`src/cpst_pkg.sv`:
```
`timescale 1ns / 1ps
// ----------------------------------------------------------------------------
// cpst_pkg
// Shared types and constants of the channel peak sync tracker: item layouts,
// window records, configuration register indexes and reset values.
// ----------------------------------------------------------------------------
package cpst_pkg;

    localparam int SAMPLE_W    = 16;
    localparam int POS_W       = 9;
    localparam int POWER_W     = 33;
    localparam int OFFSET_W    = 19;
    localparam int COEF_W      = 15;
    localparam int HALF_SQ_W   = 30;
    localparam int CFG_IDX_W   = 2;
    localparam int CFG_DATA_W  = 19;
    localparam int QUEUE_DEPTH = 2;

    localparam logic [CFG_IDX_W-1:0] CFG_SMOOTHING_COEF  = 2'd0;
    localparam logic [CFG_IDX_W-1:0] CFG_TARGET_POSITION = 2'd1;
    localparam logic [CFG_IDX_W-1:0] CFG_HYSTERESIS      = 2'd2;
    localparam logic [CFG_IDX_W-1:0] CFG_FRAME_LENGTH    = 2'd3;

    localparam logic [COEF_W-1:0]   COEF_RESET   = 15'd0;
    localparam logic [POS_W-1:0]    TARGET_RESET = 9'd16;
    localparam logic [POS_W-1:0]    HYST_RESET   = 9'd1;
    localparam logic [OFFSET_W-1:0] FRAME_RESET  = 19'd76800;

    typedef struct packed {
        logic signed [SAMPLE_W-1:0] sample_re;
        logic signed [SAMPLE_W-1:0] sample_im;
        logic                       last_antenna;
        logic                       last_position;
        logic                       clear_filter;
        logic [OFFSET_W-1:0]        current_offset;
    } t_in_item;

    typedef struct packed {
        logic [OFFSET_W-1:0] new_offset;
        logic [POS_W-1:0]    peak_position;
        logic [POS_W-1:0]    filtered_position;
        logic [POWER_W-1:0]  peak_power;
    } t_out_item;

    typedef struct packed {
        logic [POS_W-1:0]    peak_position;
        logic [POWER_W-1:0]  peak_power;
        logic                clear_filter;
        logic [OFFSET_W-1:0] current_offset;
    } t_win_rec;

    typedef struct packed {
        logic [COEF_W-1:0]   smoothing_coef;
        logic [POS_W-1:0]    target_position;
        logic [POS_W-1:0]    hysteresis;
        logic [OFFSET_W-1:0] frame_length;
    } t_cfg;

endpackage

```
`src/cpst_in_if.sv`:
```
`timescale 1ns / 1ps
// ----------------------------------------------------------------------------
// cpst_in_if
// Sample channel: valid/ready handshake carrying one channel-estimate sample.
// ----------------------------------------------------------------------------
interface cpst_in_if;
    logic               valid;
    logic               ready;
    cpst_pkg::t_in_item payload;

    modport source (output valid, output payload, input ready);
    modport sink (input valid, input payload, output ready);
endinterface

```
`src/cpst_out_if.sv`:
```
`timescale 1ns / 1ps
// ----------------------------------------------------------------------------
// cpst_out_if
// Result channel: valid/ready handshake carrying one window result.
// ----------------------------------------------------------------------------
interface cpst_out_if;
    logic                valid;
    logic                ready;
    cpst_pkg::t_out_item payload;

    modport source (output valid, output payload, input ready);
    modport sink (input valid, input payload, output ready);
endinterface

```
`src/cpst_front.sv`:
```
`timescale 1ns / 1ps
// ----------------------------------------------------------------------------
// cpst_front
// Sample front end: squares each sample, accumulates power per position,
// tracks the strongest position and hands a record on at every window end.
// ----------------------------------------------------------------------------
module cpst_front #(
    parameter int MAX_WINDOW = 512
) (
    input  logic                i_clk,
    input  logic                i_rst_n,
    cpst_in_if.sink             i_in,
    output logic                o_rec_valid,
    input  logic                i_rec_ready,
    output cpst_pkg::t_win_rec  o_rec
);

    localparam int CNT_W = $clog2(MAX_WINDOW);
    localparam logic [CNT_W-1:0] LAST_CNT = CNT_W'(MAX_WINDOW - 1);

    function automatic logic [cpst_pkg::HALF_SQ_W-1:0] half_square(
        input logic [cpst_pkg::SAMPLE_W-1:0] v
    );
        logic [cpst_pkg::SAMPLE_W-1:0]   mag;
        logic [2*cpst_pkg::SAMPLE_W-1:0] sq;
        mag = v[cpst_pkg::SAMPLE_W-1] ? (~v + 16'd1) : v;
        sq  = mag * mag;
        return sq[cpst_pkg::HALF_SQ_W:1];
    endfunction

    // Stage 1: squared halves and item flags
    logic                               r_s1_valid;
    logic [cpst_pkg::HALF_SQ_W-1:0]     r_sq_re;
    logic [cpst_pkg::HALF_SQ_W-1:0]     r_sq_im;
    logic                               r_last_ant;
    logic                               r_last_pos;
    logic                               r_clear;
    logic [cpst_pkg::OFFSET_W-1:0]      r_offset;

    // Window state
    logic [cpst_pkg::POWER_W-1:0]       r_accum, n_accum;
    logic [cpst_pkg::POWER_W-1:0]       r_best, n_best;
    logic [CNT_W-1:0]                   r_best_pos, n_best_pos;
    logic [CNT_W-1:0]                   r_pos, n_pos;

    logic [cpst_pkg::POWER_W:0]         sum_wide;
    logic [cpst_pkg::POWER_W-1:0]       accum_sat;
    logic                               better;
    logic [cpst_pkg::POWER_W-1:0]       win_pow;
    logic [CNT_W-1:0]                   win_pos;
    logic                               is_end;
    logic                               s1_adv;
    logic                               in_fire;

    assign sum_wide  = {1'b0, r_accum} + (cpst_pkg::POWER_W + 1)'(r_sq_re)
                     + (cpst_pkg::POWER_W + 1)'(r_sq_im);
    assign accum_sat = sum_wide[cpst_pkg::POWER_W] ? '1 : sum_wide[cpst_pkg::POWER_W-1:0];
    assign better    = accum_sat > r_best;
    assign win_pow   = better ? accum_sat : r_best;
    assign win_pos   = better ? r_pos : r_best_pos;
    assign is_end    = r_last_ant & r_last_pos;

    // A window end may only leave stage 1 when the queue has room.
    assign s1_adv    = r_s1_valid & (~is_end | i_rec_ready);
    assign i_in.ready = ~r_s1_valid | s1_adv;
    assign in_fire   = i_in.valid & i_in.ready;

    assign o_rec_valid          = s1_adv & is_end;
    assign o_rec.peak_position  = cpst_pkg::POS_W'(win_pos);
    assign o_rec.peak_power     = win_pow;
    assign o_rec.clear_filter   = r_clear;
    assign o_rec.current_offset = r_offset;

    always_comb begin
        n_accum    = r_accum;
        n_best     = r_best;
        n_best_pos = r_best_pos;
        n_pos      = r_pos;
        if (s1_adv) begin
            if (!r_last_ant) begin
                n_accum = accum_sat;
            end else if (r_last_pos) begin
                n_accum    = '0;
                n_best     = '0;
                n_best_pos = '0;
                n_pos      = '0;
            end else begin
                n_accum    = '0;
                n_best     = win_pow;
                n_best_pos = win_pos;
                if (r_pos < LAST_CNT) begin
                    n_pos = r_pos + 1'b1;
                end
            end
        end
    end

    always_ff @(posedge i_clk) begin
        if (!i_rst_n) begin
            r_s1_valid <= 1'b0;
            r_accum    <= '0;
            r_best     <= '0;
            r_best_pos <= '0;
            r_pos      <= '0;
        end else begin
            r_s1_valid <= in_fire | (r_s1_valid & ~s1_adv);
            r_accum    <= n_accum;
            r_best     <= n_best;
            r_best_pos <= n_best_pos;
            r_pos      <= n_pos;
        end
    end

    always_ff @(posedge i_clk) begin
        if (in_fire) begin
            r_sq_re    <= half_square(i_in.payload.sample_re);
            r_sq_im    <= half_square(i_in.payload.sample_im);
            r_last_ant <= i_in.payload.last_antenna;
            r_last_pos <= i_in.payload.last_position;
            r_clear    <= i_in.payload.clear_filter;
            r_offset   <= i_in.payload.current_offset;
        end
    end

    a_pos_bound: assert property (@(posedge i_clk) disable iff (!i_rst_n)
        r_pos <= LAST_CNT && r_best_pos <= LAST_CNT)
        else $error("position counter beyond window");

    a_accum_cleared: assert property (@(posedge i_clk) disable iff (!i_rst_n)
        s1_adv && r_last_ant |=> r_accum == '0)
        else $error("accumulator not cleared after last antenna");

endmodule

```
`src/cpst_queue.sv`:
```
`timescale 1ns / 1ps
// ----------------------------------------------------------------------------
// cpst_queue
// Short queue of window records between the sample front end and the
// window back end.
// ----------------------------------------------------------------------------
module cpst_queue (
    input  logic                i_clk,
    input  logic                i_rst_n,
    input  logic                i_push_valid,
    output logic                o_push_ready,
    input  cpst_pkg::t_win_rec  i_push_rec,
    output logic                o_pop_valid,
    input  logic                i_pop_ready,
    output cpst_pkg::t_win_rec  o_pop_rec
);

    localparam int DEPTH = cpst_pkg::QUEUE_DEPTH;
    localparam int PTR_W = (DEPTH > 1) ? $clog2(DEPTH) : 1;
    localparam int CNT_W = $clog2(DEPTH + 1);
    localparam logic [PTR_W-1:0] LAST_PTR = PTR_W'(DEPTH - 1);
    localparam logic [CNT_W-1:0] FULL_CNT = CNT_W'(DEPTH);

    cpst_pkg::t_win_rec r_mem [DEPTH];
    logic [PTR_W-1:0]   r_wr_ptr;
    logic [PTR_W-1:0]   r_rd_ptr;
    logic [CNT_W-1:0]   r_count;
    logic               push;
    logic               pop;

    assign o_push_ready = r_count != FULL_CNT;
    assign o_pop_valid  = r_count != '0;
    assign o_pop_rec    = r_mem[r_rd_ptr];
    assign push         = i_push_valid & o_push_ready;
    assign pop          = o_pop_valid & i_pop_ready;

    always_ff @(posedge i_clk) begin
        if (!i_rst_n) begin
            r_wr_ptr <= '0;
            r_rd_ptr <= '0;
            r_count  <= '0;
        end else begin
            if (push) begin
                r_wr_ptr <= (r_wr_ptr == LAST_PTR) ? '0 : r_wr_ptr + 1'b1;
            end
            if (pop) begin
                r_rd_ptr <= (r_rd_ptr == LAST_PTR) ? '0 : r_rd_ptr + 1'b1;
            end
            if (push && !pop) begin
                r_count <= r_count + 1'b1;
            end else if (pop && !push) begin
                r_count <= r_count - 1'b1;
            end
        end
    end

    always_ff @(posedge i_clk) begin
        if (push) begin
            r_mem[r_wr_ptr] <= i_push_rec;
        end
    end

    a_count_bound: assert property (@(posedge i_clk) disable iff (!i_rst_n)
        r_count <= FULL_CNT)
        else $error("queue fill count beyond depth");

    a_count_inc: assert property (@(posedge i_clk) disable iff (!i_rst_n)
        push && !pop |=> r_count == $past(r_count) + 1'b1)
        else $error("queue fill count did not follow a transfer in");

endmodule

```
`src/cpst_back.sv`:
```
`timescale 1ns / 1ps
// ----------------------------------------------------------------------------
// cpst_back
// Window back end: smooths the peak position, compares it with the target
// and dead band, steps and wraps the receive offset, holds the result.
// ----------------------------------------------------------------------------
module cpst_back (
    input  logic                i_clk,
    input  logic                i_rst_n,
    input  cpst_pkg::t_cfg      i_cfg,
    input  logic                i_rec_valid,
    output logic                o_rec_ready,
    input  cpst_pkg::t_win_rec  i_rec,
    cpst_out_if.source          o_out
);

    localparam int OFF_S_W = cpst_pkg::OFFSET_W + 2;

    // Filter state, kept across windows
    logic [cpst_pkg::POS_W-1:0]     r_smooth;

    // Stage A: filtered position
    logic                           r_a_valid;
    logic [cpst_pkg::POS_W-1:0]     r_a_filt;
    logic [cpst_pkg::POS_W-1:0]     r_a_pos;
    logic [cpst_pkg::POWER_W-1:0]   r_a_pow;
    logic [cpst_pkg::OFFSET_W-1:0]  r_a_off;

    // Stage B: stepped offset
    logic                           r_b_valid;
    logic [cpst_pkg::POS_W-1:0]     r_b_filt;
    logic [cpst_pkg::POS_W-1:0]     r_b_pos;
    logic [cpst_pkg::POWER_W-1:0]   r_b_pow;
    logic signed [OFF_S_W-1:0]      r_b_off;

    // Result register
    logic                           r_out_valid;
    cpst_pkg::t_out_item            r_out;

    logic                           out_free;
    logic                           b_free;
    logic                           a_free;
    logic                           pop;

    logic signed [cpst_pkg::POS_W+1:0]  diff_sp;
    logic signed [26:0]                 prod;
    logic signed [26:0]                 base;
    logic signed [26:0]                 mix;
    logic [cpst_pkg::POS_W-1:0]         n_filt;

    logic signed [cpst_pkg::POS_W:0]    diff_t;
    logic signed [cpst_pkg::POS_W:0]    hyst_s;
    logic signed [OFF_S_W-1:0]          off_s;
    logic signed [OFF_S_W-1:0]          n_b_off;

    logic signed [OFF_S_W-1:0]          frame_s;
    logic signed [OFF_S_W-1:0]          wrapped;

    assign out_free    = ~r_out_valid | o_out.ready;
    assign b_free      = ~r_b_valid | out_free;
    assign a_free      = ~r_a_valid | b_free;
    assign o_rec_ready = a_free;
    assign pop         = i_rec_valid & a_free;

    // old*c + peak*(32767-c) is rewritten as peak*32767 + (old-peak)*c, so one
    // multiplier serves the filter.
    assign diff_sp = $signed({2'b00, r_smooth}) - $signed({2'b00, i_rec.peak_position});
    assign prod    = diff_sp * $signed({1'b0, i_cfg.smoothing_coef});
    assign base    = $signed({3'b000, i_rec.peak_position, 15'd0})
                   - $signed({18'd0, i_rec.peak_position});
    assign mix     = base + prod;
    assign n_filt  = i_rec.clear_filter ? i_rec.peak_position : mix[23:15];

    assign diff_t  = $signed({1'b0, r_a_filt}) - $signed({1'b0, i_cfg.target_position});
    assign hyst_s  = $signed({1'b0, i_cfg.hysteresis});
    assign off_s   = $signed({2'b00, r_a_off});
    always_comb begin
        if (diff_t > hyst_s) begin
            n_b_off = off_s + 21'sd1;
        end else if (diff_t < -hyst_s) begin
            n_b_off = off_s - 21'sd1;
        end else begin
            n_b_off = off_s;
        end
    end

    // A single wrap only: one add below zero or one subtract at or above the frame.
    assign frame_s = $signed({2'b00, i_cfg.frame_length});
    always_comb begin
        if (r_b_off < 0) begin
            wrapped = r_b_off + frame_s;
        end else if (r_b_off >= frame_s) begin
            wrapped = r_b_off - frame_s;
        end else begin
            wrapped = r_b_off;
        end
    end

    assign o_out.valid   = r_out_valid;
    assign o_out.payload = r_out;

    always_ff @(posedge i_clk) begin
        if (!i_rst_n) begin
            r_smooth    <= '0;
            r_a_valid   <= 1'b0;
            r_b_valid   <= 1'b0;
            r_out_valid <= 1'b0;
        end else begin
            if (pop) begin
                r_smooth <= n_filt;
            end
            if (a_free) begin
                r_a_valid <= i_rec_valid;
            end
            if (b_free) begin
                r_b_valid <= r_a_valid;
            end
            if (out_free) begin
                r_out_valid <= r_b_valid;
            end
        end
    end

    always_ff @(posedge i_clk) begin
        if (pop) begin
            r_a_filt <= n_filt;
            r_a_pos  <= i_rec.peak_position;
            r_a_pow  <= i_rec.peak_power;
            r_a_off  <= i_rec.current_offset;
        end
        if (b_free && r_a_valid) begin
            r_b_filt <= r_a_filt;
            r_b_pos  <= r_a_pos;
            r_b_pow  <= r_a_pow;
            r_b_off  <= n_b_off;
        end
        if (out_free && r_b_valid) begin
            r_out.new_offset        <= wrapped[cpst_pkg::OFFSET_W-1:0];
            r_out.peak_position     <= r_b_pos;
            r_out.filtered_position <= r_b_filt;
            r_out.peak_power        <= r_b_pow;
        end
    end

    a_smooth_hold: assert property (@(posedge i_clk) disable iff (!i_rst_n)
        !pop |=> $stable(r_smooth))
        else $error("filter state changed without a record transfer");

    a_stage_a_take: assert property (@(posedge i_clk) disable iff (!i_rst_n)
        pop |=> r_a_valid && r_a_filt == r_smooth)
        else $error("stage A does not hold the new filter state");

endmodule

```
`src/channel_peak_sync_tracker_top.sv`:
```
`timescale 1ns / 1ps
// ----------------------------------------------------------------------------
// channel_peak_sync_tracker_top
// OFDM timing tracker: per-position power sum over antennas, first strict
// peak per window, Q15 smoothing of the peak position and a hysteresis step
// of the receive offset with a single wrap at the frame length.
// ----------------------------------------------------------------------------
//  Port      Direction  Transfer moves
//  i_in      sink       one channel-estimate sample with window flags
//  o_out     source     one result at the end of each window
//  i_cfg_*   write      one configuration register (no wait, no read-back)
//
//  One sample is taken every cycle unless a window end meets a full queue; a
//  result passes stage 1, the queue, stages A, B and the result register.
//  The filter loop (one multiply and add) feeds its state register directly,
//  so one-sample windows also run at one per cycle while o_out is ready.
//  A two-entry record queue decouples the back end; the input stalls only when
//  the queue is full at a window end. Reset needs no clearing pass.
// ----------------------------------------------------------------------------
module channel_peak_sync_tracker_top #(
    parameter int MAX_WINDOW = 512
) (
    input  logic                                i_clk,
    input  logic                                i_rst_n,
    cpst_in_if.sink                             i_in,
    cpst_out_if.source                          o_out,
    input  logic                                i_cfg_we,
    input  logic [cpst_pkg::CFG_IDX_W-1:0]      i_cfg_index,
    input  logic [cpst_pkg::CFG_DATA_W-1:0]     i_cfg_data
);

    cpst_pkg::t_cfg     r_cfg;
    logic               rec_valid_f;
    logic               rec_ready_f;
    cpst_pkg::t_win_rec rec_f;
    logic               rec_valid_b;
    logic               rec_ready_b;
    cpst_pkg::t_win_rec rec_b;

    always_ff @(posedge i_clk) begin
        if (!i_rst_n) begin
            r_cfg.smoothing_coef  <= cpst_pkg::COEF_RESET;
            r_cfg.target_position <= cpst_pkg::TARGET_RESET;
            r_cfg.hysteresis      <= cpst_pkg::HYST_RESET;
            r_cfg.frame_length    <= cpst_pkg::FRAME_RESET;
        end else if (i_cfg_we) begin
            case (i_cfg_index)
                cpst_pkg::CFG_SMOOTHING_COEF: begin
                    r_cfg.smoothing_coef <= i_cfg_data[cpst_pkg::COEF_W-1:0];
                end
                cpst_pkg::CFG_TARGET_POSITION: begin
                    r_cfg.target_position <= i_cfg_data[cpst_pkg::POS_W-1:0];
                end
                cpst_pkg::CFG_HYSTERESIS: begin
                    r_cfg.hysteresis <= i_cfg_data[cpst_pkg::POS_W-1:0];
                end
                cpst_pkg::CFG_FRAME_LENGTH: begin
                    r_cfg.frame_length <= i_cfg_data[cpst_pkg::OFFSET_W-1:0];
                end
                default: begin
                end
            endcase
        end
    end

    cpst_front #(
        .MAX_WINDOW (MAX_WINDOW)
    ) u_front (
        .i_clk       (i_clk),
        .i_rst_n     (i_rst_n),
        .i_in        (i_in),
        .o_rec_valid (rec_valid_f),
        .i_rec_ready (rec_ready_f),
        .o_rec       (rec_f)
    );

    cpst_queue u_queue (
        .i_clk        (i_clk),
        .i_rst_n      (i_rst_n),
        .i_push_valid (rec_valid_f),
        .o_push_ready (rec_ready_f),
        .i_push_rec   (rec_f),
        .o_pop_valid  (rec_valid_b),
        .i_pop_ready  (rec_ready_b),
        .o_pop_rec    (rec_b)
    );

    cpst_back u_back (
        .i_clk       (i_clk),
        .i_rst_n     (i_rst_n),
        .i_cfg       (r_cfg),
        .i_rec_valid (rec_valid_b),
        .o_rec_ready (rec_ready_b),
        .i_rec       (rec_b),
        .o_out       (o_out)
    );

endmodule

```
`src/flat_wrapper.sv`:
```
// flat-port wrapper written by rule: the top's interface ports become plain ports
module channel_peak_sync_tracker_top_flat 
#(
    parameter int MAX_WINDOW = 512
)
  (i_clk, i_rst_n, i_cfg_we, i_cfg_index, i_cfg_data, i_in_valid, i_in_payload, i_in_ready, o_out_valid, o_out_payload, o_out_ready);
  cpst_in_if i_in_i ();
  cpst_out_if o_out_i ();
  input  logic i_clk;
  input  logic i_rst_n;
  input  logic i_cfg_we;
  input  logic [cpst_pkg::CFG_IDX_W-1:0] i_cfg_index;
  input  logic [cpst_pkg::CFG_DATA_W-1:0] i_cfg_data;
  input wire logic [$bits(i_in_i.valid)-1:0] i_in_valid;
  input wire logic [$bits(i_in_i.payload)-1:0] i_in_payload;
  output wire logic [$bits(i_in_i.ready)-1:0] i_in_ready;
  output wire logic [$bits(o_out_i.valid)-1:0] o_out_valid;
  output wire logic [$bits(o_out_i.payload)-1:0] o_out_payload;
  input wire logic [$bits(o_out_i.ready)-1:0] o_out_ready;
  assign i_in_i.valid = i_in_valid;
  assign i_in_i.payload = i_in_payload;
  assign i_in_ready = i_in_i.ready;
  assign o_out_valid = o_out_i.valid;
  assign o_out_payload = o_out_i.payload;
  assign o_out_i.ready = o_out_ready;
  channel_peak_sync_tracker_top #(.MAX_WINDOW(MAX_WINDOW)) u_core (.i_clk(i_clk), .i_rst_n(i_rst_n), .i_in(i_in_i), .o_out(o_out_i), .i_cfg_we(i_cfg_we), .i_cfg_index(i_cfg_index), .i_cfg_data(i_cfg_data));
endmodule
```
`config.mk`:
```
export PLATFORM = sky130hd
export DESIGN_NAME = channel_peak_sync_tracker_top_flat
export DESIGN_NICKNAME = d
export VERILOG_FILES = /design/src/cpst_pkg.sv /design/src/cpst_in_if.sv /design/src/cpst_out_if.sv /design/src/cpst_front.sv /design/src/cpst_queue.sv /design/src/cpst_back.sv /design/src/channel_peak_sync_tracker_top.sv /design/src/flat_wrapper.sv
export SDC_FILE = /design/constraint.sdc
export NUM_CORES = 2
export LEC_CHECK = 0
export BUFFER_PORTS_ARGS = -buffer_cell sky130_fd_sc_hd__buf_2
export CORE_ASPECT_RATIO = 0.7
export CORE_MARGIN = 10
export CORE_UTILIZATION = 55
export CTS_BUF_LIST = sky130_fd_sc_hd__clkbuf_16
export DETAILED_ROUTE_END_ITERATION = 16
export GPL_ROUTABILITY_DRIVEN = 0
export GPL_TIMING_DRIVEN = 0
export PLACE_DENSITY = 0.78
export SETUP_SLACK_MARGIN = 0.4
export SYNTH_ARGS = -nofsm -noshare
export SYNTH_HDL_FRONTEND = slang
export SYNTH_SLANG_ARGS = --single-unit
```
`constraint.sdc`:
```
create_clock -name i_clk -period 10.2 [get_ports i_clk]
set_clock_uncertainty 0.05 [all_clocks]
set_input_delay 1.53 -clock i_clk [delete_from_list [all_inputs] [get_ports i_clk]]
set_output_delay 1.53 -clock i_clk [all_outputs]
set_load 0.02 [all_outputs]
```
==> flow_results.xml <==
<?xml version="1.0" encoding="UTF-8"?>
<metrics>
  <group name="sta">
    <metric name="max_freq" unit="MHz">105</metric>
    <metric name="timing_worst_slew_pin_value" unit="ns">1.22</metric>
    <metric name="timing.final.crit_share" unit="%">93.1</metric>
    <metric name="finalWorstPathRequiredPeriod" unit="ns">9.50</metric>
    <metric name="final_hold_viol_count" unit="">0</metric>
    <metric name="setup_violations" unit="">0</metric>
    <metric name="final_max_slew_viol_count" unit="">0</metric>
    <metric name="rsz0062_at_grt" unit="">no</metric>
    <metric name="maxSlewHeadroom" unit="%">17.8</metric>
    <metric name="postLayoutSetupSlackWorst" unit="ns">0.703</metric>
  </group>
  <group name="critical_path">
    <metric name="path_common_cell" unit="">sky130_fd_sc_hd__fa_1</metric>
    <metric name="cp.required" unit="ns">10.50</metric>
    <metric name="cpPeakStageDelay" unit="ns">0.60</metric>
    <metric name="start_kind" unit="">input port</metric>
    <metric name="cp_data_arrival_time" unit="ns">9.80</metric>
    <metric name="path_class" unit="">in -&gt; reg</metric>
    <metric name="reg2reg_setup_slack" unit="ns">0.86</metric>
    <metric name="worst_setup_path_end_kind" unit="">register</metric>
    <metric name="critical_path.max_fanout" unit="">10</metric>
    <metric name="critical_path.slowest_cell" unit="">sky130_fd_sc_hd__or4b_4</metric>
  </group>
  <group name="route">
    <metric name="drt.antenna.violating_nets" unit="">0</metric>
    <metric name="routed_wire_length_per_instance" unit="um">18.2</metric>
    <metric name="remaining_drc_errors" unit="">0</metric>
    <metric name="detailedRoute.firstIterationViolations" unit="">2697</metric>
    <metric name="detail_route.wirelength" unit="mm">105</metric>
    <metric name="drt_pass1_iterations" unit="">6</metric>
    <metric name="vias_per_cell" unit="">5.55</metric>
    <metric name="routed-via-count" unit="">32100</metric>
  </group>
  <group name="logic_synthesis">
    <metric name="yosys_warnings" unit="">0</metric>
    <metric name="syn_avg_cell_area" unit="um2">10.4</metric>
    <metric name="postSynthCellCount" unit="">4418</metric>
    <metric name="post_synth_num_cell_types" unit="">88</metric>
    <metric name="ys_async_sr_fraction" unit="%">0</metric>
    <metric name="synthDominantAreaCellType" unit="">sky130_fd_sc_hd__edfxtp_1</metric>
    <metric name="seq_area_frac_synth" unit="%">34.0</metric>
    <metric name="ys_top_cells_by_area" unit="">sky130_fd_sc_hd__edfxtp_1, sky130_fd_sc_hd__fa_1, sky130_fd_sc_hd__ha_1</metric>
    <metric name="synth_ff_type" unit="">sky130_fd_sc_hd__edfxtp_1</metric>
    <metric name="synth-edff-count" unit="">416</metric>
    <metric name="synth_top_area_share" unit="%">27.3</metric>
    <metric name="postSynthRegisterBits" unit="">570</metric>
    <metric name="mappedNetlistArea" unit="mm2">0.0458</metric>
  </group>
  <group name="final_layout">
    <metric name="layout-area-overhead-vs-synth" unit="%">9.78</metric>
    <metric name="layout.core_utilization" unit="%">60.9</metric>
    <metric name="postLayoutCellArea" unit="mm2">0.0502</metric>
    <metric name="layout_common_cells" unit="">sky130_fd_sc_hd__inv_1, sky130_fd_sc_hd__fa_1, sky130_fd_sc_hd__nand2_1</metric>
    <metric name="antenna_fix_cells" unit="">0</metric>
    <metric name="fraction_of_layout_instances_using_a_drive_strength_above_1" unit="%">8.92</metric>
    <metric name="finalNetCount" unit="">5628</metric>
    <metric name="most_common_library_cell_in_the_layout_ignoring_fill_and_taps" unit="">sky130_fd_sc_hd__inv_1</metric>
  </group>
  <group name="clock_network">
    <metric name="clk_latency" unit="ns">0.63</metric>
    <metric name="cts_tree" unit="">yes</metric>
    <metric name="cts_inserted_buffers" unit="">55</metric>
    <metric name="cts_buffer_depth" unit="">3</metric>
    <metric name="clock_tree.htree_level_count" unit="">2</metric>
    <metric name="cts_sinks" unit="">570</metric>
    <metric name="clk_root_buffer_cell" unit="">sky130_fd_sc_hd__clkbuf_16</metric>
    <metric name="worst_setup_hold_path_clk_slew" unit="ns">0.06</metric>
    <metric name="cts.hold.buffers_added" unit="">0</metric>
  </group>
  <group name="global_route">
    <metric name="grt_use_total" unit="%">22.2</metric>
    <metric name="grt_antenna_before_repair" unit="">2</metric>
    <metric name="grt_first_pass_wirelength" unit="mm">170</metric>
    <metric name="overflow" unit="">0</metric>
    <metric name="grt_pass1_vias" unit="">32600</metric>
    <metric name="largest_net_degree_at_the_start_of_global_routing" unit="">63</metric>
  </group>
  <group name="min_path">
    <metric name="timing.hold.worst.class" unit="">reg -&gt; reg</metric>
  </group>
  <group name="die">
    <metric name="placement_rows" unit="">88</metric>
    <metric name="initial_core_util" unit="%">55.5</metric>
    <metric name="floorplan.core_area" unit="mm2">0.0825</metric>
    <metric name="floorplan.die.width" unit="um">365</metric>
    <metric name="fp.dieH" unit="um">261</metric>
    <metric name="die_area" unit="mm2">0.0953</metric>
    <metric name="ios" unit="">152</metric>
  </group>
  <group name="placed_design">
    <metric name="dp_worst_setup_slack" unit="ns">-0.927</metric>
    <metric name="post_dp_cell_area" unit="mm2">0.0482</metric>
    <metric name="port_buffers" unit="">151</metric>
    <metric name="place_hpwl" unit="mm">84.8</metric>
  </group>
  <group name="job">
    <metric name="max_capacitance_violation_total" unit="">0</metric>
  </group>
  <group name="run_status">
    <metric name="status" unit="">complete, no violations</metric>
  </group>
</metrics>
## through the flow
step,hold WS (ns),std cells,setup TNS (ns)
6_report,0.357,5786,0
5_1_grt,0.368,5786,0
4_1_cts,0.359,5783,0
3_5_place_dp,0.355,5679,-9.28
3_3_place_gp,0.351,5670,-5.14
2_1_floorplan,0.350,4439,0
## cell usage after synthesis (all sizes together) (20+ instances only)
| library cell | count |
|---|---|
| or2 | 23 |
| and3 | 24 |
| a21o | 59 |
| clkbuf | 104 |
| nor2b | 65 |
| nand2b | 24 |
| ha | 408 |
| a21oi | 162 |
| o21ai | 149 |
| mux2 | 70 |
| edfxtp | 416 |
| nor3 | 50 |
| dfxtp | 154 |
| a22o | 20 |
| nor2 | 282 |
| nand4 | 24 |
| xor2 | 71 |
| mux2i | 29 |
| nand2 | 466 |
| o21a | 30 |
| xnor2 | 125 |
| nand3 | 41 |
| fa | 480 |
| and2 | 41 |
| a21boi | 50 |
| inv | 783 |
## area by class of cell
type | count | area [um2]
Tap cell | 1080 | 1350
Buffer | 123 | 505
Fill cell | 6522 | 32200
Inverter | 793 | 2990
Sequential cell | 570 | 15600
Timing Repair Buffer | 164 | 996
Clock inverter | 48 | 483
Clock buffer | 55 | 1380
Multi-Input combinational cell | 2953 | 27000
## flip-flops by register name, indices dropped and copies added (netlist names), 19 cells and up, named ones only
register,count
u_core.u_back.r_b_off,21
u_core.u_queue.r_mem,124
u_core.u_back.o_out.payload,70
u_core.u_back.r_a_pow,33
u_core.u_front.r_sq_re,29
u_core.u_front.r_best,33
u_core.u_back.r_b_pow,33
u_core.u_front.r_sq_im,29
u_core.u_front.r_offset,19
u_core.r_cfg,52
u_core.u_front.r_accum,33
u_core.u_back.r_a_off,19
## timing repair
item                                    in CTS  in global routing
endpoints found under the setup margin      18                 14
pin swaps                                    1                  1
resized for setup                            9                 31
setup buffers                                1                  3
## worst max-delay path: cells and delay by family
kind                     cells  cell delay [ns]
AO/OA/AOI/OAI                8             1.61
adder cells (fa/ha/maj)      8             3.83
AND/OR/NAND/NOR              5             1.74
XOR/XNOR                     2             0.34
buffers and inverters        6             0.74
## path summary, 6_finish.rpt
check                                           start                                   end  cells after the start
hold / removal    u_core.u_back.r_a_pow[25]$_DFFE_PP_   u_core.u_back.r_b_pow[25]$_DFFE_PP_                      0
setup reg to reg                             register   u_core.u_back.r_a_filt[8]$_DFFE_PP_                     31
setup / recovery                     i_in_payload[22]  u_core.u_front.r_sq_im[29]$_DFFE_PP_                     29
hold reg to reg   u_core.u_back.r_a_pow[25]$_DFFE_PP_   u_core.u_back.r_b_pow[25]$_DFFE_PP_                      0
## logic make-up after synthesis
| logic type | synth area share [%] |
|---|---|
| simple gates | 11.0 |
| flops | 34.0 |
| buf+inv | 7.58 |
| mux | 2.36 |
| other cells | 0.0164 |
| xor+xnor | 3.75 |
| compound gates | 9.09 |
| fa+ha+maj | 32.1 |
## metal layers
layer | vias to the layer above | global-route usage (%) | wire length [um] | part of all wire [%]
met4 | 2 | 5.16 | 2330 | 2.2
met1 | 15800 | 30.8 | 45300 | 43
met5 | - | 0 | 16 | 0.015
met3 | 165 | 4.10 | 9230 | 8.8
li1 | 15000 | - | - | -
met2 | 1149 | 36.2 | 48600 | 46
Power is not shown: default switching activity piles up to over one toggle a cycle in this logic, so the estimate is an artifact.
